==> config.mk <==
export PLATFORM = sky130hd
export DESIGN_NAME = serial_frame_parser_crc16_unit
export DESIGN_NICKNAME = d
export VERILOG_FILES = /design/src/rtl/core/sfp_pkg.sv /design/src/rtl/core/sfp_payload_ram.sv /design/src/rtl/core/sfp_parser.sv /design/src/rtl/core/sfp_emitter.sv /design/src/rtl/core/serial_frame_parser_crc16_unit.sv
export SDC_FILE = /design/constraint.sdc
export NUM_CORES = 1
export LEC_CHECK = 0
export CAP_MARGIN = 10
export CORE_MARGIN = 8
export CORE_UTILIZATION = 62
export DETAILED_ROUTE_END_ITERATION = 10
export DONT_BUFFER_PORTS = 1
export PLACE_DENSITY = 0.78
export SETUP_SLACK_MARGIN = 0.5
export SLEW_MARGIN = 20
export SYNTH_ARGS = -nofsm -noshare
export SYNTH_HDL_FRONTEND = slang
export SYNTH_SLANG_ARGS = --single-unit
==> constraint.sdc <==
create_clock -name aclk -period 3.3 [get_ports aclk]
set_clock_uncertainty 0.1 [all_clocks]
set_input_delay 0.495 -clock aclk [delete_from_list [all_inputs] [get_ports aclk]]
set_output_delay 0.495 -clock aclk [all_outputs]
set_load 0.005 [all_outputs]
==> src/rtl/core/sfp_pkg.sv <==
// Shared types, constants and the CRC16 byte update for the serial frame parser.
package sfp_pkg;

    // Default size of the payload buffer in bytes.
    localparam int SFP_MAX_PAYLOAD = 64;

    // Frame marker bytes and CRC constants.
    localparam logic [7:0]  SYNC1_BYTE = 8'h55;
    localparam logic [7:0]  SYNC2_BYTE = 8'hAA;
    localparam logic [15:0] CRC_POLY   = 16'hA001;
    localparam logic [15:0] CRC_INIT   = 16'hFFFF;

    // Widths of the result stream.
    localparam int TDATA_W = 24;
    localparam int PLEN_W  = 7;

    // Parser phases.
    typedef enum logic [2:0] {
        PH_SYNC1 = 3'd0,
        PH_SYNC2 = 3'd1,
        PH_LEN   = 3'd2,
        PH_CMD   = 3'd3,
        PH_DATA  = 3'd4,
        PH_CRCL  = 3'd5,
        PH_CRCH  = 3'd6
    } parse_phase_t;

    // Result emitter states.
    typedef enum logic [1:0] {
        E_IDLE = 2'd0,
        E_READ = 2'd1,
        E_SHOW = 2'd2
    } emit_state_t;

    // Handoff of a checked frame from the parser to the emitter.
    typedef struct packed {
        logic       start;
        logic [7:0] command;
        logic [7:0] length;
    } frame_info_t;

    // One byte of the reflected Modbus CRC16, eight shift steps.
    function automatic logic [15:0] crc_feed(input logic [15:0] crc_in,
                                             input logic [7:0]  data);
        logic [15:0] crc;
        crc = crc_in ^ {8'h00, data};
        for (int k = 0; k < 8; k++) begin
            if (crc[0]) begin
                crc = (crc >> 1) ^ CRC_POLY;
            end else begin
                crc = crc >> 1;
            end
        end
        return crc;
    endfunction

endpackage

==> src/rtl/core/sfp_payload_ram.sv <==
// Payload byte buffer: one write port and one registered read port.
module sfp_payload_ram
    import sfp_pkg::*;
#(
    parameter int DEPTH  = SFP_MAX_PAYLOAD,
    parameter int ADDR_W = 6
) (
    input  logic              aclk,
    input  logic              we,
    input  logic [ADDR_W-1:0] waddr,
    input  logic [7:0]        wdata,
    input  logic              re,
    input  logic [ADDR_W-1:0] raddr,
    output logic [7:0]        rdata
);

    logic [7:0] mem [DEPTH];

    // Write side.
    always_ff @(posedge aclk) begin
        if (we) begin
            mem[waddr] <= wdata;
        end
    end

    // Read side, registered.
    always_ff @(posedge aclk) begin
        if (re) begin
            rdata <= mem[raddr];
        end
    end

endmodule

==> src/rtl/core/sfp_parser.sv <==
// Byte-serial frame parser: sync search, length check, CRC16 and payload capture.
module sfp_parser
    import sfp_pkg::*;
#(
    parameter int MAX_PAYLOAD = SFP_MAX_PAYLOAD,
    parameter int LEN_W       = 7,
    parameter int ADDR_W      = 6
) (
    input  logic              aclk,
    input  logic              aresetn,
    input  logic              byte_accept,
    input  logic [7:0]        rx_byte,
    output frame_info_t       frame_info,
    output logic              ram_we,
    output logic [ADDR_W-1:0] ram_waddr,
    output logic [7:0]        ram_wdata
);

    localparam logic [8:0] MaxLen = 9'(MAX_PAYLOAD);

    parse_phase_t     phase_reg, phase_next;
    logic [LEN_W-1:0] frame_length_reg, frame_length_next;
    logic [7:0]       command_reg, command_next;
    logic [LEN_W-1:0] fill_count_reg, fill_count_next;
    logic [7:0]       crc_low_reg, crc_low_next;
    logic [15:0]      crc_reg, crc_next;

    logic [15:0]      crc_fed;
    logic [LEN_W-1:0] fill_inc;
    logic             len_too_big;
    logic             crc_match;
    logic             frame_start;

    assign crc_fed     = crc_feed(crc_reg, rx_byte);
    assign fill_inc    = fill_count_reg + LEN_W'(1);
    assign len_too_big = {1'b0, rx_byte} > MaxLen;
    assign crc_match   = {rx_byte, crc_low_reg} == crc_reg;

    // Next phase.
    always_comb begin
        phase_next = phase_reg;
        if (byte_accept) begin
            case (phase_reg)
                PH_SYNC2: begin
                    if (rx_byte == SYNC2_BYTE) begin
                        phase_next = PH_LEN;
                    end else if (rx_byte != SYNC1_BYTE) begin
                        phase_next = PH_SYNC1;
                    end
                end
                PH_LEN: begin
                    phase_next = len_too_big ? PH_SYNC1 : PH_CMD;
                end
                PH_CMD: begin
                    phase_next = (frame_length_reg == '0) ? PH_CRCL : PH_DATA;
                end
                PH_DATA: begin
                    if (fill_inc >= frame_length_reg) begin
                        phase_next = PH_CRCL;
                    end
                end
                PH_CRCL: begin
                    phase_next = PH_CRCH;
                end
                PH_CRCH: begin
                    phase_next = PH_SYNC1;
                end
                default: begin
                    phase_next = (rx_byte == SYNC1_BYTE) ? PH_SYNC2 : PH_SYNC1;
                end
            endcase
        end
    end

    // Frame fields, CRC, buffer writes and the handoff pulse.
    always_comb begin
        frame_length_next = frame_length_reg;
        command_next      = command_reg;
        fill_count_next   = fill_count_reg;
        crc_low_next      = crc_low_reg;
        crc_next          = crc_reg;
        ram_we            = 1'b0;
        frame_start       = 1'b0;
        if (byte_accept) begin
            case (phase_reg)
                PH_SYNC2: begin
                end
                PH_LEN: begin
                    if (!len_too_big) begin
                        frame_length_next = rx_byte[LEN_W-1:0];
                        crc_next          = crc_fed;
                    end
                end
                PH_CMD: begin
                    command_next = rx_byte;
                    crc_next     = crc_fed;
                end
                PH_DATA: begin
                    ram_we          = 1'b1;
                    fill_count_next = fill_inc;
                    crc_next        = crc_fed;
                end
                PH_CRCL: begin
                    crc_low_next = rx_byte;
                end
                PH_CRCH: begin
                    frame_start = crc_match;
                end
                default: begin
                    frame_length_next = '0;
                    command_next      = '0;
                    fill_count_next   = '0;
                    crc_low_next      = '0;
                    crc_next          = CRC_INIT;
                end
            endcase
        end
    end

    assign ram_waddr          = fill_count_reg[ADDR_W-1:0];
    assign ram_wdata          = rx_byte;
    assign frame_info.start   = frame_start;
    assign frame_info.command = command_reg;
    assign frame_info.length  = 8'(frame_length_reg);

    // State registers.
    always_ff @(posedge aclk) begin
        if (!aresetn) begin
            phase_reg        <= PH_SYNC1;
            frame_length_reg <= '0;
            command_reg      <= '0;
            fill_count_reg   <= '0;
            crc_low_reg      <= '0;
            crc_reg          <= CRC_INIT;
        end else begin
            phase_reg        <= phase_next;
            frame_length_reg <= frame_length_next;
            command_reg      <= command_next;
            fill_count_reg   <= fill_count_next;
            crc_low_reg      <= crc_low_next;
            crc_reg          <= crc_next;
        end
    end

endmodule

==> src/rtl/core/sfp_emitter.sv <==
// Result emitter: walks the payload buffer of a checked frame and streams it out.
module sfp_emitter
    import sfp_pkg::*;
#(
    parameter int LEN_W  = 7,
    parameter int ADDR_W = 6
) (
    input  logic               aclk,
    input  logic               aresetn,
    input  frame_info_t        frame_info,
    output logic               busy,
    output logic               ram_re,
    output logic [ADDR_W-1:0]  ram_raddr,
    input  logic [7:0]         ram_rdata,
    output logic               m_tvalid,
    input  logic               m_tready,
    output logic [TDATA_W-1:0] m_tdata,
    output logic               m_tuser,
    output logic               m_tlast
);

    emit_state_t      state_reg, state_next;
    logic [LEN_W-1:0] addr_reg, addr_next;
    logic             empty_reg, empty_next;

    logic [LEN_W-1:0] frame_len;
    logic [LEN_W-1:0] addr_inc;
    logic             is_last;
    logic [7:0]       payload_byte;

    assign frame_len = frame_info.length[LEN_W-1:0];
    assign addr_inc  = addr_reg + LEN_W'(1);
    assign is_last   = empty_reg || (addr_inc == frame_len);

    // Next state, read address and empty-frame flag.
    always_comb begin
        state_next = state_reg;
        addr_next  = addr_reg;
        empty_next = empty_reg;
        case (state_reg)
            E_IDLE: begin
                if (frame_info.start) begin
                    addr_next  = '0;
                    empty_next = (frame_len == '0);
                    state_next = (frame_len == '0) ? E_SHOW : E_READ;
                end
            end
            E_READ: begin
                state_next = E_SHOW;
            end
            E_SHOW: begin
                if (m_tready) begin
                    if (is_last) begin
                        state_next = E_IDLE;
                    end else begin
                        addr_next  = addr_inc;
                        state_next = E_READ;
                    end
                end
            end
            default: begin
                state_next = E_IDLE;
            end
        endcase
    end

    // Outputs of the state machine.
    always_comb begin
        ram_re   = 1'b0;
        m_tvalid = 1'b0;
        busy     = 1'b1;
        case (state_reg)
            E_IDLE: begin
                busy = 1'b0;
            end
            E_READ: begin
                ram_re = 1'b1;
            end
            E_SHOW: begin
                m_tvalid = 1'b1;
            end
            default: begin
                busy = 1'b0;
            end
        endcase
    end

    assign ram_raddr    = addr_reg[ADDR_W-1:0];
    assign payload_byte = empty_reg ? 8'h00 : ram_rdata;

    // Result transfer: command, length, data byte, zero pad.
    assign m_tdata = {1'b0, payload_byte, frame_info.length[PLEN_W-1:0], frame_info.command};
    assign m_tuser = !empty_reg;
    assign m_tlast = is_last;

    // State registers.
    always_ff @(posedge aclk) begin
        if (!aresetn) begin
            state_reg <= E_IDLE;
            addr_reg  <= '0;
            empty_reg <= 1'b0;
        end else begin
            state_reg <= state_next;
            addr_reg  <= addr_next;
            empty_reg <= empty_next;
        end
    end

endmodule

==> src/rtl/core/serial_frame_parser_crc16_unit.sv <==
// Top level of the serial frame parser with Modbus CRC16 check.
//
// Received bytes arrive one per input transfer and are parsed as frames of
// 0x55 0xAA LEN CMD DATA[LEN] CRC_L CRC_H; the CRC16 (0xA001, start 0xFFFF)
// covers LEN, CMD and DATA. While a frame is being parsed the block takes one
// byte per cycle. When CRC_H completes a good frame, s_tready drops and the
// frame is sent as LEN result transfers (one per data byte, tlast on the last)
// or one transfer with tuser low for an empty frame. Each data result is read
// from the payload buffer, whose read port is registered, in state E_READ
// and then presented in state E_SHOW until m_tready takes it, so a good
// frame holds the input until its last result is taken. Bad frames give no
// result and do not hold off the input. The payload buffer needs no clearing
// after reset.
module serial_frame_parser_crc16_unit
    import sfp_pkg::*;
#(
    parameter int MAX_PAYLOAD = SFP_MAX_PAYLOAD
) (
    input  logic               aclk,
    input  logic               aresetn,
    input  logic               s_tvalid,
    output logic               s_tready,
    input  logic [7:0]         s_tdata,   // [7:0] rx_byte
    output logic               m_tvalid,
    input  logic               m_tready,
    output logic [TDATA_W-1:0] m_tdata,   // [7:0] command, [14:8] payload_length,
                                          // [22:15] payload_byte, [23] zero
    output logic               m_tuser,   // [0] has_payload
    output logic               m_tlast
);

    localparam int LenW  = $clog2(MAX_PAYLOAD + 1);
    localparam int AddrW = (MAX_PAYLOAD > 1) ? $clog2(MAX_PAYLOAD) : 1;

    frame_info_t      frame_info;
    logic             emit_busy;
    logic             byte_accept;
    logic             ram_we;
    logic [AddrW-1:0] ram_waddr;
    logic [7:0]       ram_wdata;
    logic             ram_re;
    logic [AddrW-1:0] ram_raddr;
    logic [7:0]       ram_rdata;

    // Input is held off while a checked frame is being sent.
    assign s_tready    = !emit_busy;
    assign byte_accept = s_tvalid && s_tready;

    sfp_parser #(
        .MAX_PAYLOAD (MAX_PAYLOAD),
        .LEN_W       (LenW),
        .ADDR_W      (AddrW)
    ) u_parser (
        .aclk        (aclk),
        .aresetn     (aresetn),
        .byte_accept (byte_accept),
        .rx_byte     (s_tdata),
        .frame_info  (frame_info),
        .ram_we      (ram_we),
        .ram_waddr   (ram_waddr),
        .ram_wdata   (ram_wdata)
    );

    sfp_payload_ram #(
        .DEPTH  (MAX_PAYLOAD),
        .ADDR_W (AddrW)
    ) u_ram (
        .aclk  (aclk),
        .we    (ram_we),
        .waddr (ram_waddr),
        .wdata (ram_wdata),
        .re    (ram_re),
        .raddr (ram_raddr),
        .rdata (ram_rdata)
    );

    sfp_emitter #(
        .LEN_W  (LenW),
        .ADDR_W (AddrW)
    ) u_emitter (
        .aclk       (aclk),
        .aresetn    (aresetn),
        .frame_info (frame_info),
        .busy       (emit_busy),
        .ram_re     (ram_re),
        .ram_raddr  (ram_raddr),
        .ram_rdata  (ram_rdata),
        .m_tvalid   (m_tvalid),
        .m_tready   (m_tready),
        .m_tdata    (m_tdata),
        .m_tuser    (m_tuser),
        .m_tlast    (m_tlast)
    );

    // A good frame stops the input on the next cycle.
    a_start_blocks_input: assert property (@(posedge aclk) disable iff (!aresetn)
        frame_info.start |=> !s_tready)
        else $error("input still ready after a frame was handed off");

    // Results and input bytes never overlap.
    a_no_overlap: assert property (@(posedge aclk) disable iff (!aresetn)
        m_tvalid |-> !s_tready)
        else $error("result offered while input is accepted");

    // The buffer is never written and read in the same cycle.
    a_no_rw_clash: assert property (@(posedge aclk) disable iff (!aresetn)
        ram_re |-> !ram_we)
        else $error("payload buffer written during readout");

endmodule

==> After elaboration in Yosys (flattened, before gate mapping) <==
Memories as Yosys holds them, arrays and structs flattened. A register that Yosys moved wholly into a read port is not among the register bits.
Index checks and enable logic that the tools add are counted.
{ "totals": {"mem_count": 1, "output_inout_bits": 28, "reg_bits": 59, "ram_bits": 512, "inputBits": 12} }
{ "op_classes": {"order_cmp": 2, "eq_ne": 19, "addsub": 2, "reduce_logical": 23, "mux": 41, "bitwise": 14} }
{ "mem_list": {"columns": ["name", "words", "width", "read_ports", "rd_clocked_by_memory_dff", "wr", "line", "text"], "rows": [
  ["u_ram.mem", 64, 8, 1, 1, 1, "sfp_payload_ram.sv:17", "logic [7:0] mem [DEPTH];"]
]} }
{ "op_table": {"columns": ["cell", "count"], "rows": [
  ["$mux 16", 9],
  ["$pmux 16 s3", 1],
  ["$pmux 7 s2", 3],
  ["$pmux 8 s2", 2],
  ["$mux 7", 4],
  ["$not 2->3", 8],
  ["$reduce_or 5->1", 4],
  ["$pmux 3 s6", 1],
  ["$eq 16x16->1", 1],
  ["$xor 16x8->16", 1],
  ["$add 7x1->7 const B", 2],
  ["$mux 1", 12],
  ["$reduce_and 2->1", 5],
  ["$eq 3x3->1 const B", 3],
  ["$mux 3", 3],
  ["$reduce_and 3->1", 3],
  ["$eq 8x7->1 const B", 1],
  ["$eq 8x8->1 const B", 1],
  ["$gt 8x7->1 const B", 1],
  ["$mux 2", 4],
  ["$mux 8", 1],
  ["$ne 2x2->1 const B", 4],
  ["$ne 8x7->1 const B", 1],
  ["$eq 7x7->1", 1],
  ["18 further kinds", 25]
]} }

==> Depth between registers and ports, before layout <==
{ "logic_depth": {"depth_word": 19, "depth_mapped": 11, "mapped_depth_nobuf": 11} }

==> Hierarchy <==
From an unflattened synthesis, not the netlist that was laid out.
{ "unflattened": {"hier_cells": 1441, "area_unflattened_um2": 24393.4} }
{ "modules_own_cells": {"columns": ["mod", "n_inst", "cells_per_inst", "area_each_um2", "seq_area_each_um2"], "rows": [
  ["sfp_payload_ram", 1, 940, 20246.9, 15615.0],
  ["sfp_parser", 1, 346, 2949.1, 980.9],
  ["sfp_emitter", 1, 153, 1187.4, 200.2],
  ["serial_frame_parser_crc16_unit", 1, 2, 10.0, 0.0]
]} }

==> Worst setup path before layout <==
No wires, ideal clock.
{ "synth_timing": {"path_kind": "register to register", "start": "reg u_emitter.addr_reg[1]", "end": "reg u_ram.rdata[0] (read register of u_ram.mem) (data pin)", "arrival_time_ns": 2.311, "stages_incl_launch_ff": 6, "path_slack_ns": 0.617, "required_ns": 2.928, "synth_period_minus_slack_ns": 2.683, "cell_sequence": "dfxtp_1 > buf_1 > clkbuf_1 > mux4_2 > mux4_2 > mux4_2"} }
{ "synth_lines": {"columns": ["element", "line", "text"], "rows": [
  ["start: declaration", "sfp_emitter.sv:23", "logic [LEN_W-1:0] addr_reg, addr_next;"],
  ["start signal: assignment", "sfp_emitter.sv:104", "addr_reg <= addr_next;"],
  ["end: declaration", "sfp_payload_ram.sv:14", "output logic [7:0] rdata"]
]} }

==> run_results.csv <==
group,metric,value,unit
yosys,ys_ff_latch,579,
yosys,yosys_warnings,0,
drt,wl,58140,um
sta,fin_crit,2.892,ns
floorplan,ioPinCount,40,
cts,cts_buffers,56,
layout,final_area,27170,sq um
sta,rsz0062_at_grt,"true",
drt,drt_iter0_markers,1656,
yosys,synth_ff_type,"edfxtp_1",
layout,fin_nets,1402,
hold_path,hold_start,"aresetn",
layout,drive_gt1_share,29.52,%
placement,place_area,24590,sq um
yosys,synth_cell_types,56,
drt,dr.pass1.iters,5,
floorplan,die_x,210.5,um
sta,fmax,345.8,MHz
yosys,synth_edf_count,520,
sta,drv_slew,0,
cts,clk_pin_slew_worst_paths,0.06,ns
yosys,netlist_area,23460,sq um
placement,gp_congestion,0.8720,
critical_path,worst-path-max-fanout,8,
global_route,grt_start_max_net_pins,68,
layout,num_antenna_cells,0,
floorplan,core,37490,sq um
layout,synthToLayoutAreaGrowth,15.81,%
global_route,antenna_found_initial,3,
cts,clockBufferDepth,3,
sta,slew_headroom,30.35,%
sta,fin_setup_tns,0,ns
yosys,synthTopCellsByArea,"edfxtp_1 (67%), mux4_2 (16%), dfxtp_1 (5.0%)",
pwr,internal_power,11.79,mW
global_route,grt_pass1_vias,12710,
global_route,grt_first_pass_wirelength,83970,um
layout,largest_reg_flops,512,
pwr,netSwitchingFraction,20.75,%
yosys,synthArstFlopShare,0,%
cts,cts.sinks,579,
placement,hpwl,31960,um
layout,final_common_cell,"edfxtp_1",
critical_path,arrival,3.14,ns
drt,drt_drc_violations_left,0,
sta,tightest_slew,1.035,ns
pwr,p_seq_share,54.0,%
critical_path,startpoint,"u_emitter.addr_reg[0]",
global_route,grt-ovfl-total,0,
pwr,peakVddDrop,0.3707,mV
critical_path,cp.required,3.55,ns
sta,hold_viol,0,
critical_path,cp-start-kind,"flop",
run,maxCapViolCount,0,
pwr,p_clk_share,41.7,%
layout,final_cell_mix,"edfxtp_1 (520), mux4_2 (168), buf_4 (105)",
yosys,yosysTopAreaCellShare,66.55,%
yosys,syn_nets,1282,
layout,postLayoutCoreUtil,72.48,%
hold_path,worstHoldPathType,"input port to flop",
pwr,comb_power_share,4.3,%
layout,nFillCells,2170,
cts,cts_tree,"yes",
cts,clk_latency,0.61,ns
drt,ant_nets,0,
yosys,synth_seq_area_share,71.58,%
status,outcome,"completed",
pwr,leakagePower,8.505,nW
cts,cts-htree-levels,2,
global_route,track_usage,26.01,%
floorplan,rows,71,
critical_path,critPathKind,"flop to flop",
floorplan,die_y,210.5,um
critical_path,end_kind,"flop",
drt,wl_per_cell,30.06,um
yosys,yosysTopAreaCell,"edfxtp_1",
pwr,power_density,547.6,nW/um^2
cts,root_buffer,"clkbuf_16",
yosys,postSynthCellCount,1257,
drt,num_vias,12890,
sta,setup_viol,0,
critical_path,crit-reg2reg-launch,"u_emitter.addr_reg[0]",
floorplan,die_area,44330,sq um
sta,period_share,87.64,%
placement,io_buffer_count,0,
drt,post_drt_via_cell_ratio,6.667,
yosys,avgSynthCellArea,18.67,sq um
pwr,switching_power,3.088,mW
floorplan,start_util,62.59,%
through the flow:
stage | hold slack (ns) | power, mW | setup WS (ns) | cells
3_5_place_dp | 0.3696 | 8.607 | 0.2656 | 1795
5_1_grt | 0.04746 | 15.25 | 0.3728 | 1934
4_1_cts | 0.02991 | 14.88 | 0.4427 | 1919
2_1_floorplan | 0.3528 | 8.528 | 0.6169 | 1257
6_report | 0.05207 | 14.88 | 0.4079 | 1934
3_3_place_gp | 0.3625 | 8.598 | 0.3908 | 1795
worst max-delay path, stage by stage (launching register included):
cell     delay [ns]
dfxtp_4        0.37
buf_6          0.13
buf_12         0.18
buf_16         0.17
mux4_2         0.54
mux4_2         0.61
mux4_2         0.51
cell type report:
class / count / area [sq um] / share of cell area (%)
timing repair buffer: 134 / 1469 / 5.406
clock inverter: 32 / 257.7 / 0.9486
multi-input combinational: 590 / 6399 / 23.55
inverter: 16 / 60.06 / 0.2210
tap: 511 / 639.4 / 2.353
sequential: 579 / 16820 / 61.89
clock buffer: 72 / 1531 / 5.636
power groups by stage:
stage / registers [mW] / logic, mW / clock network [mW]
after detailed placement: 8.18 / 0.424 / 0
after floorplan: 8.17 / 0.357 / 0
final: 8.03 / 0.641 / 6.21
after CTS: 8.03 / 0.592 / 6.26
after global placement: 8.18 / 0.416 / 0
after global routing: 8.03 / 0.692 / 6.53
synthesized netlist by cell type (all sizes together) (2+ instances only):
cell,instances
a211o,2
a21boi,25
a21o,5
a21oi,12
a22oi,3
a31oi,2
and3,4
buf,39
clkbuf,33
dfxtp,59
edfxtp,520
ha,13
inv,16
mux4,168
nand2,56
nand2b,4
nand3,41
nand3b,4
nand4,9
nor2,95
nor2b,18
nor3,13
nor3b,2
nor4,4
o21ai,28
o22ai,3
o2bb2ai,2
o31ai,2
o41ai,2
or2,2
or3,2
or4,3
xnor2,31
xor2,22
worst paths after layout:
| check | endpoint | slack [ns] | cells past startpoint |
|---|---|---|---|
| setup / recovery | u_ram.rdata[1] | 0.41 | 6 |
| hold / removal | u_parser.crc_reg[8] | 0.05 | 2 |
| setup reg to reg | u_ram.rdata[1] | 0.41 | 6 |
| hold reg to reg | u_parser.crc_low_reg[1] | 0.37 | 2 |
logic make-up after synthesis:
kind of cell	Yosys count	synth area share, %
mux	169	16.17
other cells	1	0.01598
fa+ha+maj	13	0.6932
xor+xnor	53	1.978
flops	579	71.58
simple gates	258	5.124
compound gates	96	2.778
buf+inv	88	1.658
per-layer routing:
layer	up-vias	share of wire [%]	GRT usage, %
li1	5270	-	-
met1	6652	37	36.24
met2	855	49	41.81
met3	115	11	5.584
met4	2	2.9	7.167
met5	-	0.021	0
what timing repair did:
item / 4_1_cts / 5_1_grt
cloned: 3 / 4
gates resized for setup: 23 / 25
pin swaps: 2 / 10
endpoints found under the hold margin: 564 / 0
hold buffers: 10 / 0
setup endpoints to repair: 261 / 343
setup buffers: 7 / 11
No activity file was read; power rests on OpenSTA's default activity.
